## src/hdl/gcnp_pkg.sv

```systemverilog
package gcnp_pkg;

  localparam int CoordW     = 48;
  localparam int MagW       = CoordW - 1;
  localparam int ExpW       = 4;
  localparam int DigitCntW  = 5;
  localparam int FracCntW   = 3;
  localparam int CfgW       = 3;
  localparam int CfgIdxW    = 2;
  localparam int QueueDepth = 2;

  localparam int DefMaxDigits  = 16;
  localparam int DefValueWidth = 48;

  typedef logic [7:0] byte_t;

  localparam byte_t CharZero  = 8'h30;
  localparam byte_t CharNine  = 8'h39;
  localparam byte_t CharPlus  = 8'h2B;
  localparam byte_t CharMinus = 8'h2D;
  localparam byte_t CharPoint = 8'h2E;
  localparam byte_t CharSpace = 8'h20;
  localparam byte_t CharTab   = 8'h09;
  localparam byte_t CharCr    = 8'h0D;
  localparam byte_t CharLf    = 8'h0A;

  localparam logic [1:0] StatusOk       = 2'd0;
  localparam logic [1:0] StatusNoDigits = 2'd1;
  localparam logic [1:0] StatusEndEarly = 2'd2;
  localparam logic [1:0] StatusSat      = 2'd3;

  localparam logic [CfgIdxW-1:0] RegIntDigits  = 2'd0;
  localparam logic [CfgIdxW-1:0] RegFracDigits = 2'd1;
  localparam logic [CfgIdxW-1:0] RegOmitZeros  = 2'd2;

  localparam logic [2:0] ResetIntDigits  = 3'd4;
  localparam logic [2:0] ResetFracDigits = 3'd6;
  localparam logic       ResetOmitZeros  = 1'b0;

  typedef struct packed {
    logic [2:0] int_digits;
    logic [2:0] frac_digits;
    logic       omit_zeros;
  } cfg_t;

  typedef struct packed {
    logic [MagW-1:0] mag;
    logic [ExpW-1:0] expo;
    logic            neg;
    logic [1:0]      status;
    byte_t           term;
  } job_t;

  // Largest magnitude held: the smaller of the signed range and the digit range.
  function automatic logic [MagW-1:0] mag_limit(input int value_width, input int max_digits);
    int          w;
    int          d;
    logic [63:0] a;
    logic [63:0] b;
    w = value_width;
    d = max_digits;
    if (w > CoordW) w = CoordW;
    if (w < 2) w = 2;
    if (d > 19) d = 19;
    a = (64'd1 << (w - 1)) - 64'd1;
    b = 64'd1;
    for (int i = 0; i < d; i++) begin
      b = b * 64'd10;
    end
    b = b - 64'd1;
    return (a < b) ? a[MagW-1:0] : b[MagW-1:0];
  endfunction

endpackage

```

## src/hdl/gcnp_front.sv

```systemverilog
module gcnp_front #(
  parameter int MAX_DIGITS  = gcnp_pkg::DefMaxDigits,
  parameter int VALUE_WIDTH = gcnp_pkg::DefValueWidth
) (
  input  logic            clk_i,
  input  logic            rst_ni,
  input  gcnp_pkg::cfg_t  cfg_i,
  input  logic            in_valid_i,
  input  gcnp_pkg::byte_t char_i,
  input  logic            eod_i,
  output logic            job_valid_o,
  output gcnp_pkg::job_t  job_o
);
  import gcnp_pkg::*;

  localparam logic [MagW-1:0] Lim = mag_limit(VALUE_WIDTH, MAX_DIGITS);

  typedef enum logic [2:0] {
    PhIdle = 3'b001,
    PhInt  = 3'b010,
    PhFrac = 3'b100
  } phase_e;

  phase_e                 phase_q, phase_d;
  logic [MagW-1:0]        acc_q, acc_d;
  logic [DigitCntW-1:0]   dcnt_q, dcnt_d;
  logic [FracCntW-1:0]    fcnt_q, fcnt_d;
  logic                   neg_q, neg_d;
  logic                   sat_q, sat_d;

  logic                   is_digit;
  logic                   is_sign;
  logic                   is_blank;
  logic [3:0]             digit;
  logic [MagW+3:0]        prod;
  logic                   keep;
  logic [ExpW-1:0]        tot;
  logic [ExpW-1:0]        expo;

  always_comb begin
    is_digit = (char_i >= CharZero) && (char_i <= CharNine);
    is_sign  = (char_i == CharPlus) || (char_i == CharMinus);
    is_blank = (char_i == CharSpace) || (char_i == CharTab) ||
               (char_i == CharCr) || (char_i == CharLf);
    digit    = 4'(char_i - CharZero);
    prod     = ({4'b0, acc_q} << 3) + ({4'b0, acc_q} << 1) + (MagW + 4)'(digit);
    keep     = !sat_q && !((phase_q == PhFrac) && (fcnt_q >= cfg_i.frac_digits));
    tot      = {1'b0, cfg_i.int_digits} + {1'b0, cfg_i.frac_digits};
    if (phase_q == PhFrac) begin
      expo = (fcnt_q <= cfg_i.frac_digits) ? {1'b0, cfg_i.frac_digits - fcnt_q} : '0;
    end else if (cfg_i.omit_zeros && ({1'b0, tot} > dcnt_q)) begin
      expo = ExpW'({1'b0, tot} - dcnt_q);
    end else begin
      expo = '0;
    end
  end

  always_comb begin
    phase_d     = phase_q;
    acc_d       = acc_q;
    dcnt_d      = dcnt_q;
    fcnt_d      = fcnt_q;
    neg_d       = neg_q;
    sat_d       = sat_q;
    job_valid_o = 1'b0;
    job_o       = '0;
    if (in_valid_i) begin
      if (eod_i) begin
        job_valid_o = 1'b1;
        job_o.status = StatusEndEarly;
      end else if (is_digit) begin
        if (dcnt_q != '1) begin
          dcnt_d = dcnt_q + 1'b1;
        end
        if (keep) begin
          if (prod > (MagW + 4)'(Lim)) begin
            acc_d = Lim;
            sat_d = 1'b1;
          end else begin
            acc_d = prod[MagW-1:0];
          end
          if (phase_q == PhFrac) begin
            fcnt_d = fcnt_q + 1'b1;
          end
        end
        if (phase_q != PhFrac) begin
          phase_d = PhInt;
        end
      end else if ((char_i == CharPoint) && (phase_q != PhFrac)) begin
        phase_d = PhFrac;
      end else if ((phase_q != PhInt) && (phase_q != PhFrac) && is_sign) begin
        neg_d   = (char_i == CharMinus);
        phase_d = PhInt;
      end else if ((phase_q != PhInt) && (phase_q != PhFrac) && is_blank) begin
        phase_d = PhIdle;
      end else begin
        job_valid_o = 1'b1;
        job_o.term  = char_i;
        if (dcnt_q == '0) begin
          job_o.status = StatusNoDigits;
        end else begin
          job_o.mag    = acc_q;
          job_o.neg    = neg_q;
          job_o.expo   = sat_q ? '0 : expo;
          job_o.status = sat_q ? StatusSat : StatusOk;
        end
      end
      if (job_valid_o) begin
        phase_d = PhIdle;
        acc_d   = '0;
        dcnt_d  = '0;
        fcnt_d  = '0;
        neg_d   = 1'b0;
        sat_d   = 1'b0;
      end
    end
  end

  always_ff @(posedge clk_i or negedge rst_ni) begin
    if (!rst_ni) begin
      phase_q <= PhIdle;
      acc_q   <= '0;
      dcnt_q  <= '0;
      fcnt_q  <= '0;
      neg_q   <= 1'b0;
      sat_q   <= 1'b0;
    end else begin
      phase_q <= phase_d;
      acc_q   <= acc_d;
      dcnt_q  <= dcnt_d;
      fcnt_q  <= fcnt_d;
      neg_q   <= neg_d;
      sat_q   <= sat_d;
    end
  end

endmodule

```

## src/hdl/gcnp_queue.sv

```systemverilog
module gcnp_queue (
  input  logic           clk_i,
  input  logic           rst_ni,
  input  logic           push_i,
  input  gcnp_pkg::job_t data_i,
  output logic           full_o,
  input  logic           pop_i,
  output logic           empty_o,
  output gcnp_pkg::job_t data_o
);
  import gcnp_pkg::*;

  localparam int PtrW = (QueueDepth > 1) ? $clog2(QueueDepth) : 1;
  localparam int CntW = $clog2(QueueDepth + 1);

  job_t            mem_q [QueueDepth];
  logic [PtrW-1:0] wr_ptr_q, wr_ptr_d;
  logic [PtrW-1:0] rd_ptr_q, rd_ptr_d;
  logic [CntW-1:0] cnt_q, cnt_d;
  logic            do_push;
  logic            do_pop;

  always_comb begin
    full_o   = (cnt_q == CntW'(QueueDepth));
    empty_o  = (cnt_q == '0);
    do_push  = push_i && !full_o;
    do_pop   = pop_i && !empty_o;
    data_o   = mem_q[rd_ptr_q];
    wr_ptr_d = wr_ptr_q;
    rd_ptr_d = rd_ptr_q;
    cnt_d    = cnt_q;
    if (do_push) begin
      wr_ptr_d = (wr_ptr_q == PtrW'(QueueDepth - 1)) ? '0 : wr_ptr_q + 1'b1;
    end
    if (do_pop) begin
      rd_ptr_d = (rd_ptr_q == PtrW'(QueueDepth - 1)) ? '0 : rd_ptr_q + 1'b1;
    end
    if (do_push && !do_pop) begin
      cnt_d = cnt_q + 1'b1;
    end else if (do_pop && !do_push) begin
      cnt_d = cnt_q - 1'b1;
    end
  end

  always_ff @(posedge clk_i) begin
    if (do_push) begin
      mem_q[wr_ptr_q] <= data_i;
    end
  end

  always_ff @(posedge clk_i or negedge rst_ni) begin
    if (!rst_ni) begin
      wr_ptr_q <= '0;
      rd_ptr_q <= '0;
      cnt_q    <= '0;
    end else begin
      wr_ptr_q <= wr_ptr_d;
      rd_ptr_q <= rd_ptr_d;
      cnt_q    <= cnt_d;
    end
  end

endmodule

```

## src/hdl/gcnp_back.sv

```systemverilog
module gcnp_back #(
  parameter int MAX_DIGITS  = gcnp_pkg::DefMaxDigits,
  parameter int VALUE_WIDTH = gcnp_pkg::DefValueWidth
) (
  input  logic                               clk_i,
  input  logic                               rst_ni,
  input  logic                               job_empty_i,
  input  gcnp_pkg::job_t                     job_i,
  output logic                               job_pop_o,
  output logic                               out_empty_o,
  input  logic                               out_pop_i,
  output logic signed [gcnp_pkg::CoordW-1:0] value_o,
  output logic [1:0]                         status_o,
  output gcnp_pkg::byte_t                    term_o
);
  import gcnp_pkg::*;

  localparam logic [MagW-1:0] Lim      = mag_limit(VALUE_WIDTH, MAX_DIGITS);
  localparam logic [MagW-1:0] LimDiv10 = Lim / 10;

  typedef enum logic [1:0] {
    BkIdle  = 2'b01,
    BkScale = 2'b10
  } back_state_e;

  back_state_e              state_q, state_d;
  logic [MagW-1:0]          m_q, m_d;
  logic [ExpW-1:0]          expo_q, expo_d;
  logic                     neg_q, neg_d;
  logic [1:0]               status_q, status_d;
  byte_t                    term_q, term_d;
  logic                     out_valid_q, out_valid_d;
  logic signed [CoordW-1:0] value_q, value_d;
  logic [1:0]               out_status_q, out_status_d;
  byte_t                    out_term_q, out_term_d;

  logic                     finish;
  logic [MagW+2:0]          times10;
  logic [CoordW-1:0]        mag_ext;

  always_comb begin
    times10   = {m_q, 3'b0} + {2'b0, m_q, 1'b0};
    mag_ext   = {1'b0, m_q};
    finish    = (state_q == BkScale) && (expo_q == '0) && (!out_valid_q || out_pop_i);
    job_pop_o = (state_q == BkIdle) && !job_empty_i;

    state_d      = state_q;
    m_d          = m_q;
    expo_d       = expo_q;
    neg_d        = neg_q;
    status_d     = status_q;
    term_d       = term_q;
    out_valid_d  = out_valid_q;
    value_d      = value_q;
    out_status_d = out_status_q;
    out_term_d   = out_term_q;

    unique case (state_q)
      BkIdle: begin
        if (job_pop_o) begin
          m_d      = job_i.mag;
          expo_d   = job_i.expo;
          neg_d    = job_i.neg;
          status_d = job_i.status;
          term_d   = job_i.term;
          state_d  = BkScale;
        end
      end
      BkScale: begin
        if (expo_q != '0) begin
          if (m_q > LimDiv10) begin
            m_d      = Lim;
            expo_d   = '0;
            status_d = StatusSat;
          end else begin
            m_d    = times10[MagW-1:0];
            expo_d = expo_q - 1'b1;
          end
        end else if (finish) begin
          state_d = BkIdle;
        end
      end
      default: state_d = BkIdle;
    endcase

    if (finish) begin
      out_valid_d  = 1'b1;
      value_d      = neg_q ? -mag_ext : mag_ext;
      out_status_d = status_q;
      out_term_d   = term_q;
    end else if (out_pop_i) begin
      out_valid_d = 1'b0;
    end
  end

  always_ff @(posedge clk_i) begin
    m_q          <= m_d;
    expo_q       <= expo_d;
    neg_q        <= neg_d;
    status_q     <= status_d;
    term_q       <= term_d;
    value_q      <= value_d;
    out_status_q <= out_status_d;
    out_term_q   <= out_term_d;
  end

  always_ff @(posedge clk_i or negedge rst_ni) begin
    if (!rst_ni) begin
      state_q     <= BkIdle;
      out_valid_q <= 1'b0;
    end else begin
      state_q     <= state_d;
      out_valid_q <= out_valid_d;
    end
  end

  assign out_empty_o = !out_valid_q;
  assign value_o     = value_q;
  assign status_o    = out_status_q;
  assign term_o      = out_term_q;

endmodule

```

## src/hdl/gerber_coordinate_number_parser.sv

```systemverilog
// Channel   Direction  Handshake                 Word
// input     in         push / full               char_in_i, end_of_data_i
// result    out        empty / pop               coord_value_o, parse_status_o, terminator_o
// config    in         cfg_valid_i / cfg_ready_o cfg_index_i, cfg_data_i
//
// A byte is taken every cycle while full is low; digits are folded into the magnitude
// at once. A number's end goes through a two-word queue to the scaler, which multiplies
// by ten once per power of ten of padding (none to fourteen) and then registers the
// result for the output. Reset clears the parse state and sets the format to four
// integer and six fraction digits. A held result stalls the scaler, and a full queue
// raises full.
module gerber_coordinate_number_parser #(
  parameter int MAX_DIGITS  = gcnp_pkg::DefMaxDigits,
  parameter int VALUE_WIDTH = gcnp_pkg::DefValueWidth
) (
  input  logic                                clk_i,
  input  logic                                rst_ni,
  input  logic                                push,
  output logic                                full,
  input  logic [7:0]                          char_in_i,
  input  logic                                end_of_data_i,
  output logic                                empty,
  input  logic                                pop,
  output logic signed [gcnp_pkg::CoordW-1:0]  coord_value_o,
  output logic [1:0]                          parse_status_o,
  output logic [7:0]                          terminator_o,
  input  logic                                cfg_valid_i,
  output logic                                cfg_ready_o,
  input  logic [gcnp_pkg::CfgIdxW-1:0]        cfg_index_i,
  input  logic [gcnp_pkg::CfgW-1:0]           cfg_data_i
);
  import gcnp_pkg::*;

  cfg_t  cfg_q, cfg_d;
  logic  in_take;
  logic  job_valid;
  job_t  job_in;
  logic  job_empty;
  logic  job_pop;
  job_t  job_out;

  assign cfg_ready_o = 1'b1;

  always_comb begin
    cfg_d = cfg_q;
    if (cfg_valid_i) begin
      case (cfg_index_i)
        RegIntDigits:  cfg_d.int_digits  = cfg_data_i[2:0];
        RegFracDigits: cfg_d.frac_digits = cfg_data_i[2:0];
        RegOmitZeros:  cfg_d.omit_zeros  = cfg_data_i[0];
        default:       cfg_d = cfg_q;
      endcase
    end
  end

  always_ff @(posedge clk_i or negedge rst_ni) begin
    if (!rst_ni) begin
      cfg_q.int_digits  <= ResetIntDigits;
      cfg_q.frac_digits <= ResetFracDigits;
      cfg_q.omit_zeros  <= ResetOmitZeros;
    end else begin
      cfg_q <= cfg_d;
    end
  end

  assign in_take = push && !full;

  gcnp_front #(
    .MAX_DIGITS  (MAX_DIGITS),
    .VALUE_WIDTH (VALUE_WIDTH)
  ) u_front (
    .clk_i       (clk_i),
    .rst_ni      (rst_ni),
    .cfg_i       (cfg_q),
    .in_valid_i  (in_take),
    .char_i      (char_in_i),
    .eod_i       (end_of_data_i),
    .job_valid_o (job_valid),
    .job_o       (job_in)
  );

  gcnp_queue u_queue (
    .clk_i   (clk_i),
    .rst_ni  (rst_ni),
    .push_i  (job_valid),
    .data_i  (job_in),
    .full_o  (full),
    .pop_i   (job_pop),
    .empty_o (job_empty),
    .data_o  (job_out)
  );

  gcnp_back #(
    .MAX_DIGITS  (MAX_DIGITS),
    .VALUE_WIDTH (VALUE_WIDTH)
  ) u_back (
    .clk_i       (clk_i),
    .rst_ni      (rst_ni),
    .job_empty_i (job_empty),
    .job_i       (job_out),
    .job_pop_o   (job_pop),
    .out_empty_o (empty),
    .out_pop_i   (pop),
    .value_o     (coord_value_o),
    .status_o    (parse_status_o),
    .term_o      (terminator_o)
  );

endmodule

```

## config.mk

```make
export PLATFORM = sky130hd
export DESIGN_NAME = gerber_coordinate_number_parser
export DESIGN_NICKNAME = d
export VERILOG_FILES = /design/src/hdl/gcnp_pkg.sv /design/src/hdl/gcnp_front.sv /design/src/hdl/gcnp_queue.sv /design/src/hdl/gcnp_back.sv /design/src/hdl/gerber_coordinate_number_parser.sv
export SDC_FILE = /design/constraint.sdc
export NUM_CORES = 1
export LEC_CHECK = 0
export BUFFER_PORTS_ARGS = -buffer_cell sky130_fd_sc_hd__buf_2
export CAP_MARGIN = 20
export CORE_AREA = 3 3 283 285
export CTS_BUF_LIST = sky130_fd_sc_hd__clkbuf_8 sky130_fd_sc_hd__clkbuf_16
export CTS_CLUSTER_DIAMETER = 100
export DETAILED_ROUTE_END_ITERATION = 6
export DIE_AREA = 0 0 286 288
export GPL_ROUTABILITY_DRIVEN = 0
export PLACE_DENSITY_LB_ADDON = 0.1
export SLEW_MARGIN = 20
export SYNTH_ARGS = -nofsm -noshare
export SYNTH_HDL_FRONTEND = slang
export SYNTH_SLANG_ARGS = --single-unit
export TNS_END_PERCENT = 20
```

## constraint.sdc

```tcl
create_clock -name clk_i -period 5.7 [get_ports clk_i]
set_input_delay 0.285 -clock clk_i [delete_from_list [all_inputs] [get_ports clk_i]]
set_output_delay 0.285 -clock clk_i [all_outputs]
set_load 0.01 [all_outputs]
```

==> results of run 1 <==
==> cells by family (layout without fill, tap and decap cells) <==
logic type | Yosys count | after routing | synth area share
other cells | 1 | 1 | 0.000194
flops | 318 | 318 | 0.475
mux | 70 | 70 | 0.0373
simple gates | 438 | 438 | 0.121
xor+xnor | 140 | 140 | 0.0634
compound gates | 518 | 518 | 0.170
fa+ha+maj | 159 | 159 | 0.105
buf+inv | 142 | 226 | 0.0278
==> per-layer routing <==
layer | global-route usage | vias up | part of all wire
met1 | 0.181 | 6587 | 0.50
met4 | 0.0307 | 0 | 0.019
met5 | 0 | - | 0
li1 | - | 6883 | -
met2 | 0.200 | 193 | 0.45
met3 | 0.0171 | 56 | 0.033
==> state kept, by name (all words and copies together) (netlist names), 2 cells and up <==
name             flops
u_back.status_o      2
u_back.expo_q        4
u_front.dcnt_q       5
u_front.acc_q       47
u_back.status_q      2
cfg_q                7
u_front.phase_q      3
u_back.term_q        8
u_queue.cnt_q        2
u_queue.mem_q      124
u_back.value_o      48
u_back.term_o        8
u_back.m_q          47
u_front.fcnt_q       3
u_back.state_q       2
==> worst reg2reg max path, cell delays in order, from the launching register on <==
cell and delay [ns]:
dfrtp_1 0.40, inv_1 0.08, fa_1 0.38, inv_1 0.07, ha_1 0.26, nor2b_1 0.16
o31ai_1 0.37, a211oi_1 0.21, o21ai_0 0.58, nor4_1 0.11, a2111oi_0 0.55, buf_4 0.22
o31a_1 0.21, o311ai_0 0.24, a211oi_4 0.57, buf_12 0.29, a31oi_1 0.15
==> final timing paths <==
kind                                   from                  end  cells past startpoint
setup reg to reg           u_front.acc_q[0]     u_front.acc_q[5]                     16
hold reg to reg            u_back.term_q[6]     u_back.term_o[6]                      0
setup / recovery           u_front.acc_q[0]     u_front.acc_q[5]                     16
hold / removal                 char_in_i[6]  u_queue.mem_q[1][6]                      2
max in group asynchronous            rst_ni     u_queue.rd_ptr_q                      3
min in group asynchronous            rst_ni    u_front.acc_q[19]                      2
==> through the flow <==
stage / power, uW / instances
3_3_place_gp: 12500 / 2833
4_1_cts: 15100 / 2910
2_1_floorplan: 10200 / 1786
6_report: 14900 / 2910
5_1_grt: 16200 / 2910
3_5_place_dp: 12400 / 2833
==> synthesized netlist by cell type (all sizes together) (26+ instances only) <==
cell type,count
edfxtp,244
ha,153
o21ai,139
a21oi,115
nand2,106
xnor2,92
clkbuf,85
dfrtp,69
nor2,68
and3,64
a31oi,54
a21o,53
mux2i,53
inv,50
xor2,48
nand4,32
a22oi,26
==> layout make-up <==
type | count | area, um2
multi-input cells | 1326 | 9650
well taps | 1040 | 1300
clock buffers | 42 | 1030
repair buffers | 104 | 613
flip-flops and latches | 318 | 9190
clock inverters | 30 | 262
fillers | 8098 | 55400
inverters | 50 | 188
==> power by group through the flow <==
| stage | sequential (uW) | clock (uW) | combinational, uW |
|---|---|---|---|
| after floorplan | 4030 | 0 | 6130 |
| after global placement | 4370 | 0 | 8150 |
| after detailed placement | 4380 | 0 | 8050 |
| after CTS | 4330 | 2620 | 8120 |
| after global routing | 4420 | 2710 | 9060 |
| final | 4310 | 2510 | 8040 |
==> what timing repair did <==
item                                    CTS  global route
endpoints found under the hold margin    29             0
hold buffers                              5             0
endpoints found under the setup margin    0             0
==> results.md, run 1 <==
* Syn Nets at 1964
* Max frequency at 0.198 GHz
* R2r setup slk at 0.66 ns
* Worst setup SP type: register
* Sequential share of the synthesized area at 0.475
* Die area at 0.0824 mm2
* Top_reg_cell synth: edfxtp_1
* Clk_lat worst skew at 0.57 ns
* Die X at 286 um
* Total CTS buffers at 40
* Initial Utilization at 0.249
* Post-layout util at 0.287
* Synth area leader: edfxtp_1
* Mapped cell area at 0.0193 mm2
* Delay-heaviest family, CP: compound AO/OA/AOI/OAI gates
* Dpl ws at 0.534 ns
* Total Negative Setup Slacks at 0 ns
* Rel. slew slack at 0.338
* Post-DRT Antenna Nets at 0
* Critical Path AT at 5.42 ns
* Core area at 0.0776 mm2
* Buf/Inv on CP at 4
* Total Nets Final at 2018
* RSZ-0062 raised after global routing: false
* Share of cells above drive strength 1 at 0.118
* Via count at 13700
* Synth cell types at 76
* First-pass GRT wire length at 82300 um
* Avg Synthesized Cell Area at 10.8 um2
* Die Span Y at 288 um
* Most frequent CP cell: inv_1
* Peak supply drop at 0.256 mV
* Yosys reg bits at 318
* Logic pwr share at 0.541
* Clock slew at reported path FFs at 0.06 ns
* Post-route cell area at 0.0222 mm2
* CP required at 6.08 ns
* Residual DRC at 0
* Cts repair resizes at 0
* Drt total wl at 52600 um
* Final worst slack at 0.661 ns
* Worst hold path class: input pin to register
* Final Max Tran Viols at 0
* Max Root-Sink Buffers at 3
* Final hold vios at 0
* DRT Pass-1 Iters at 5
* Internal at 8160 uW
* Switch share at 0.451
* Final worst-path cycle share at 0.884
* H-tree levels at 2
* Synth top area share at 0.379
* Power Dens Cells at 669 mW/mm2
* Gate Count Post-Synth at 1786
* Power share of the sequential group at 0.290
* IO Pins at 80
* N_diodes at 0
* Area delta synth->final at 15.0%
* CTS tree: yes
* Max_cap viols at 0
* Routed vias/inst at 4.71
* Worst-margin pin slew at 0.993 ns
* Crit path cell chain: inv_1 > fa_1 > inv_1 > ha_1 > nor2b_1 > o31ai_1 > a211oi_1 > o21ai_0 > nor4_1 > a2111oi_0 > buf_4 > o31a_1 > o311ai_0 > a211oi_4 > buf_12 > a31oi_1
* Critical path's slowest cell: o21ai_0
* Setup violators final at 0
* Vias in the first global route at 13800
* Syn. warnings at 0
* Tmin final at 5.04 ns
* Root Buffer Master: clkbuf_16
* Clk sinks at 318
* Initial antenna violation count at 1
* Most frequent cells in the layout: 244 x edfxtp_1, 153 x ha_1, 136 x o21ai_0
* Detailed-route wire length per cell at 18.1 um
* Ys async rst share at 0.233
* Number of DRC markers in iteration 0 at 600
* Num rows at 102
* Port bufs at 78
* Worst hold slack at 0.0748 ns
* Lkg Pwr at 0.00885 uW
* Commonest non-fill, non-tap cell in the layout: edfxtp_1
* Clock skew at 0.0205 ns
* Worst Setup End Kind: register
* CP peak stage delay at 0.58 ns
* Total Routing Usage GR at 0.126
* Clock Power Share at 0.169
* Kind of critical path: register to register
* Largest fanout on the critical path at 37
* Status: complete, no violations
* DP Area at 0.0209 mm2
* EDFF count, synth at 244
* Setup Fix Bufs, Post-CTS at 0
* Synth area leaders: edfxtp_1 38%, ha_1 9.9%, dfrtp_1 8.9%
* Sum of net half-perimeters after detailed placement at 38700 um
* Global route overflow at 0
* Psw at 6710 uW
* Largest net degree at the start of global routing at 59
Power figures use the tool's default switching activity.
==> run 2, diff against run 1 <==
- BUFFER_PORTS_ARGS: -buffer_cell sky130_fd_sc_hd__buf_2 -> unset
- CORE_AREA: 3 3 283 285 -> 3 3 291 293
- DIE_AREA: 0 0 286 288 -> 0 0 294 296
- DONT_BUFFER_PORTS: unset -> 1
- SYNTH_HIERARCHICAL: unset -> 1
==> run 2 against run 1 <==
Effect of this change:
- sequential power decreased by 8.1%
- total power fell by 20%
- critical path type unchanged
- area after synthesis grew 6.3%
- combinational power fell by 33%
==> results.md, run 2 <==
* Status: complete, no violations
* Max frequency at 0.220 GHz
* R2R cell count at 14
* Root Buffer Master: clkbuf_16
* Switch share at 0.406
* IO Pins at 80
* Number of DRC markers in iteration 0 at 824
* Tmin final at 4.55 ns
* First-pass GRT wire length at 90800 um
* Residual DRC at 0
* Sequential share of the synthesized area at 0.447
* Total Routing Usage GR at 0.132
* Post-DRT Antenna Nets at 0
* Logic pwr share at 0.453
* Vias in the first global route at 15100
* Kind of critical path: register to register
* Clock Power Share at 0.215
* Core area at 0.0821 mm2
* Gate Count Post-Synth at 1935
* Peak supply drop at 0.222 mV
* Rel. slew slack at 0.380
* Worst hold path class: input pin to register
* Filler cells at 8462
* Share of cells above drive strength 1 at 0.101
* Synth area leaders: edfxtp_1 36%, ha_1 9.4%, dfrtp_1 8.4%
* Drt total wl at 57800 um
* R2r setup slk at 1.15 ns
* Routed vias/inst at 4.92
* Top_reg_cell synth: edfxtp_1
* Die Span Y at 296 um
* CTS tree: yes
* Synth top area share at 0.357
* Largest net degree at the start of global routing at 75
* Commonest non-fill, non-tap cell in the layout: edfxtp_1
* Syn Nets at 2114
* Top cell types by occurrence after synthesis: 244 x edfxtp_1, 223 x a21oi_1, 154 x ha_1, 127 x nand2_1, 124 x nor2_1
* Power Dens Cells at 515 mW/mm2
* Initial antenna violation count at 0
* Clk_lat worst skew at 0.55 ns
* Die area at 0.0870 mm2
* N_diodes at 0
* Max_cap viols at 0
* H-tree levels at 2
* HP Start: pop
* Via count at 14800
* Total CTS buffers at 40
* Worst hold slack at 0.0444 ns
* Total Nets Final at 2092
* Worst setup SP type: register
* Ys async rst share at 0.233
* Largest fanout on the critical path at 18
* Sum of net half-perimeters after detailed placement at 42000 um
* CP Launch Point: u_front/acc_q[0]
* Detailed-route wire length per cell at 19.2 um
* Mapped cell area at 0.0205 mm2
* WHS Endpoint: u_back/state_q[0]
* Worst r2r dst: u_front/acc_q[22]
* Max Root-Sink Buffers at 3
* CP required at 6.11 ns
* Clock slew at reported path FFs at 0.06 ns
* EDFF count, synth at 244
* Max reg flops at 124
* Worst Setup End Kind: register
* Num rows at 105
* Yosys reg bits at 318
* RSZ-0062 raised after global routing: false
* Lkg Pwr at 0.00913 uW
* Clk sinks at 318
* Area delta synth->final at 12.4%
* Setup violators final at 0
* Avg Synthesized Cell Area at 10.6 um2
* DRT Pass-1 Iters at 5
* Clock skew at 0.0151 ns
* Critical Path AT at 4.96 ns
* Worst-margin pin slew at 0.928 ns
* Synth area leader: edfxtp_1
* Launch point of the worst reg-to-reg path: u_front/acc_q[0]
* Die X at 294 um
* Global route overflow at 0
* Hold Path Depth at 2
* Internal at 7070 uW
* Most frequent cells in the layout: 244 x edfxtp_1, 223 x a21oi_1, 154 x ha_1
* Final hold vios at 0
* Most used standard cell by instance count after synthesis: edfxtp_1
* Largest reg by FF count: u_queue/mem_q
* Port bufs at 0
* Post-layout util at 0.281
* Synth cell types at 83
* Setup Fix Bufs, Post-CTS at 0
* Power share of the sequential group at 0.333
* Syn. warnings at 6
* Initial Utilization at 0.250
* Final worst-path cycle share at 0.798
* Total Negative Setup Slacks at 0 ns
* Psw at 4830 uW
* Final Max Tran Viols at 0
run 2: metrics by stage:
stage	setup WS (ns)	instances	total power, uW	instance area, um2
after floorplan	0.963	1935	7980	20500
after global placement	1.22	2921	9420	21500
after detailed placement	1.17	2921	9390	21500
after CTS	1.13	3013	12100	23100
after global routing	0.872	3013	12800	23100
final	1.15	3013	11900	23100
run 2: how the worst max path moves through the flow:
stage | cells after the start | slack, ns | endpoint
global route | 14 | 0.87 | u_front/acc_q[22]
floorplan | 10 | 0.96 | u_queue/mem_q[0][0]
detailed placement | 14 | 1.17 | u_front/acc_q[22]
CTS | 14 | 1.13 | u_front/acc_q[22]
finish | 14 | 1.15 | u_front/acc_q[22]
global placement | 14 | 1.22 | u_front/acc_q[22]
run 2: cell type report:
cell class	count	area (um2)	area share
Clock buffer	45	1080	0.0468
Clock inverter	27	236	0.0102
Inverter	52	195	0.00846
Multi-Input combinational cell	1460	10700	0.462
Sequential cell	318	9190	0.398
Tap cell	1070	1340	0.0580
Timing Repair Buffer	41	388	0.0168
run 2: critical path, stage by stage, from the launching register on:
cell,delay [ns]
dfrtp_1,0.42
inv_1,0.08
fa_1,0.57
inv_1,0.06
ha_1,0.31
a211o_1,0.28
a211o_1,0.34
a21boi_1,0.35
o32a_1,0.31
a211oi_2,0.11
nor2b_1,0.24
o31a_1,0.27
nor2b_4,0.61
buf_4,0.34
a41oi_1,0.12
run 2: cells by family after synthesis:
logic type                 count (synthesis)  synth area share
muxes                                     72            0.0502
buffers and inverters                    157            0.0378
xor gates and xnor gates                 145            0.0618
and+or+nand+nor                          487             0.120
AOI/OAI and AO/OA                        595             0.183
adders and majority gates                160            0.0996
other                                      1          0.000183
DFF                                      318             0.447
run 2: timing repair:
| action | 4_1_cts | 5_1_grt |
|---|---|---|
| resized for setup | 0 | 0 |
| hold endpoints to repair | 103 | 0 |
| hold buffers | 20 | 0 |
run 2: layer usage:
metal / global-route usage / up-vias / wire length [um]
met3: 0.0157 / 68 / 1450
met2: 0.219 / 217 / 26600
li1: - / 7301 / -
met1: 0.183 / 7252 / 28600
met5: 0 / - / 0
met4: 0.0341 / 0 / 1180
run 2: power groups by stage:
stage               clock [uW]  sequential, uW  combinational, uW
floorplan                    0            3730               4250
global placement             0            4010               5410
detailed placement           0            4020               5370
CTS                       2670            3970               5450
global route              2760            4050               6020
finish                    2550            3960               5390
==> run 3, diff against run 2 <==
- clock period: 5.7 -> 4.1 ns (I/O delays scaled with it)
==> run 3 against run 2 <==
Effect of this change:
- global-route usage fell by 0.14 points
- maximum frequency rose by 16%
- die area did not move
- sequential cell count did not move
- clock power rose by 37%
- worst setup slack got worse by 0.97 ns
- combinational power rose by 45%
- total power rose by 40%
- cell area rose by 1.6%
- sequential power rose by 37%
==> results.md, run 3 (synthesis gave the netlist of run 2 again) <==
* IO Pins at 80
* Commonest non-fill, non-tap cell in the layout: edfxtp_1
* Worst hold slack at 0.0403 ns
* Initial antenna violation count at 0
* WHS Endpoint: u_front/phase_q[1]
* Die X at 294 um
* Worst Setup End Kind: register
* Status: complete, no violations
* Peak supply drop at 0.276 mV
* Highest metal used: met4
* Final worst-path cycle share at 0.956
* Final hold vios at 0
* Max frequency at 0.255 GHz
* Core area at 0.0821 mm2
* Initial Utilization at 0.250
* Power Dens Cells at 713 mW/mm2
* Via count at 15000
* Max_cap viols at 0
* Num rows at 105
* Number of DRC markers in iteration 0 at 936
* Die area at 0.0870 mm2
* Residual DRC at 0
* Total CTS buffers at 39
* Setup violators final at 0
* Post-layout util at 0.286
* Final Max Tran Viols at 0
* RSZ-0062 raised after global routing: false
* Detailed-route wire length per cell at 18.8 um
* DRT Pass-1 Iters at 5
* Met1 WL at 27900 um
* CP peak stage delay at 0.57 ns
* CTS tree: yes
* Tmin final at 3.92 ns
* DP Area at 0.0219 mm2
* Vias in the first global route at 15300
* Die Span Y at 296 um
* Total Routing Usage GR at 0.131
* First-pass GRT wire length at 90700 um
* Post-DRT Antenna Nets at 0
* Area delta synth->final at 14.1%
* Root Buffer Master: clkbuf_16
* Clock slew at reported path FFs at 0.06 ns
* Max Root-Sink Buffers at 3
* Drt total wl at 57400 um
* Global route overflow at 0
* Worst r2r dst: u_front/acc_q[18]
* CP required at 4.49 ns
* Critical Path AT at 4.31 ns
* Worst-margin pin slew at 0.994 ns
* Largest fanout on the critical path at 44
* Most frequent cells in the layout: 244 x edfxtp_1, 223 x a21oi_1, 154 x ha_1
* Rel. slew slack at 0.331
* Worst setup SP type: register
* Total Negative Setup Slacks at 0 ns
* Clock skew at 0.0185 ns
* Port bufs at 0
* HP Start: char_in_i[0]
* Metal2 WL at 25800 um
* Crit path cell chain: inv_1 > fa_1 > inv_1 > ha_1 > a211o_1 > a211o_1 > a21bo_2 > o211ai_2 > a21oi_1 > a21oi_1 > mux2i_4 > buf_12 > a41oi_2
* Total Nets Final at 2129
* Routed vias/inst at 4.92
* H-tree levels at 2
* Post-route cell area at 0.0234 mm2
* Launch point of the worst reg-to-reg path: u_front/acc_q[0]
* Worst hold path class: input pin to register
* Share of cells above drive strength 1 at 0.116
* Sum of net half-perimeters after detailed placement at 42500 um
* Met3 wire length at 1720 um
* R2r setup slk at 0.18 ns
* Largest reg by FF count: u_queue/mem_q
* Critical path's slowest cell: fa_1
* Clk_lat worst skew at 0.55 ns
* Clk sinks at 318
* Kind of critical path: register to register
* Hold Path Depth at 4
* Max reg flops at 124
* R2R cell count at 13
* Largest net degree at the start of global routing at 75
* Lkg Pwr at 0.00931 uW
## run 3: metal layers
metal / up-vias / global-route usage
met5: - / 0
met1: 7298 / 0.180
met4: 0 / 0.0469
li1: 7367 / -
met3: 77 / 0.0162
met2: 261 / 0.210
## run 3: repair_timing
| item | in CTS | in global routing |
|---|---|---|
| endpoints found under the hold margin | 111 | 0 |
| gates resized for setup | 1 | 2 |
| setup buffers | 0 | 0 |
| hold buffers | 24 | 0 |
| setup endpoints to repair | 1 | 6 |
## run 3: area by class of cell
| cell class | instances | area [um2] |
|---|---|---|
| timing repair buffer | 79 | 771 |
| antenna | 1 | 2.50 |
| clock inverter | 28 | 263 |
| multi-input combinational | 1460 | 10700 |
| sequential | 318 | 9190 |
| fill | 8480 | 58700 |
| inverter | 52 | 195 |
| clock buffer | 41 | 1030 |
| tap | 1070 | 1340 |
## run 3: worst max-delay path by stage
stage                                  from                  to  slack [ns]  cells after the start
after floorplan           u_back/state_q[1]  u_back/status_o[0]      -0.005                      5
after CTS                     u_back/m_q[0]      u_back/m_q[45]        0.12                     13
after global placement        u_back/m_q[0]      u_back/m_q[45]       -0.01                     13
after global routing       u_front/acc_q[0]   u_front/acc_q[18]        0.01                     13
final                      u_front/acc_q[0]   u_front/acc_q[18]        0.18                     13
after detailed placement      u_back/m_q[0]      u_back/m_q[45]       -0.01                     13
## run 3: through the flow
| stage | power (uW) | worst slack, ns | instances |
|---|---|---|---|
| after global routing | 18000 | 0.0110 | 3048 |
| after floorplan | 11100 | -0.00537 | 1935 |
| final | 16700 | 0.180 | 3049 |
| after detailed placement | 13300 | -0.0141 | 2955 |
| after CTS | 17000 | 0.123 | 3048 |
| after global placement | 13300 | -0.0118 | 2955 |
## run 3: worst max-delay path, delay by kind of cell (launching register included)
family / cells / cell delay [ns]
AO/OA/AOI/OAI: 7 / 1.74
adder cells (fa/ha/maj): 2 / 0.87
flip-flops: 1 / 0.41
buffers and inverters: 3 / 0.40
multiplexers: 1 / 0.32
## run 3: report_power, final
| group | internal (uW) | switching [uW] |
|---|---|---|
| clock network | 2120 | 1370 |
| logic | 3230 | 4560 |
| registers | 4640 | 791 |
| total | 9990 | 6720 |
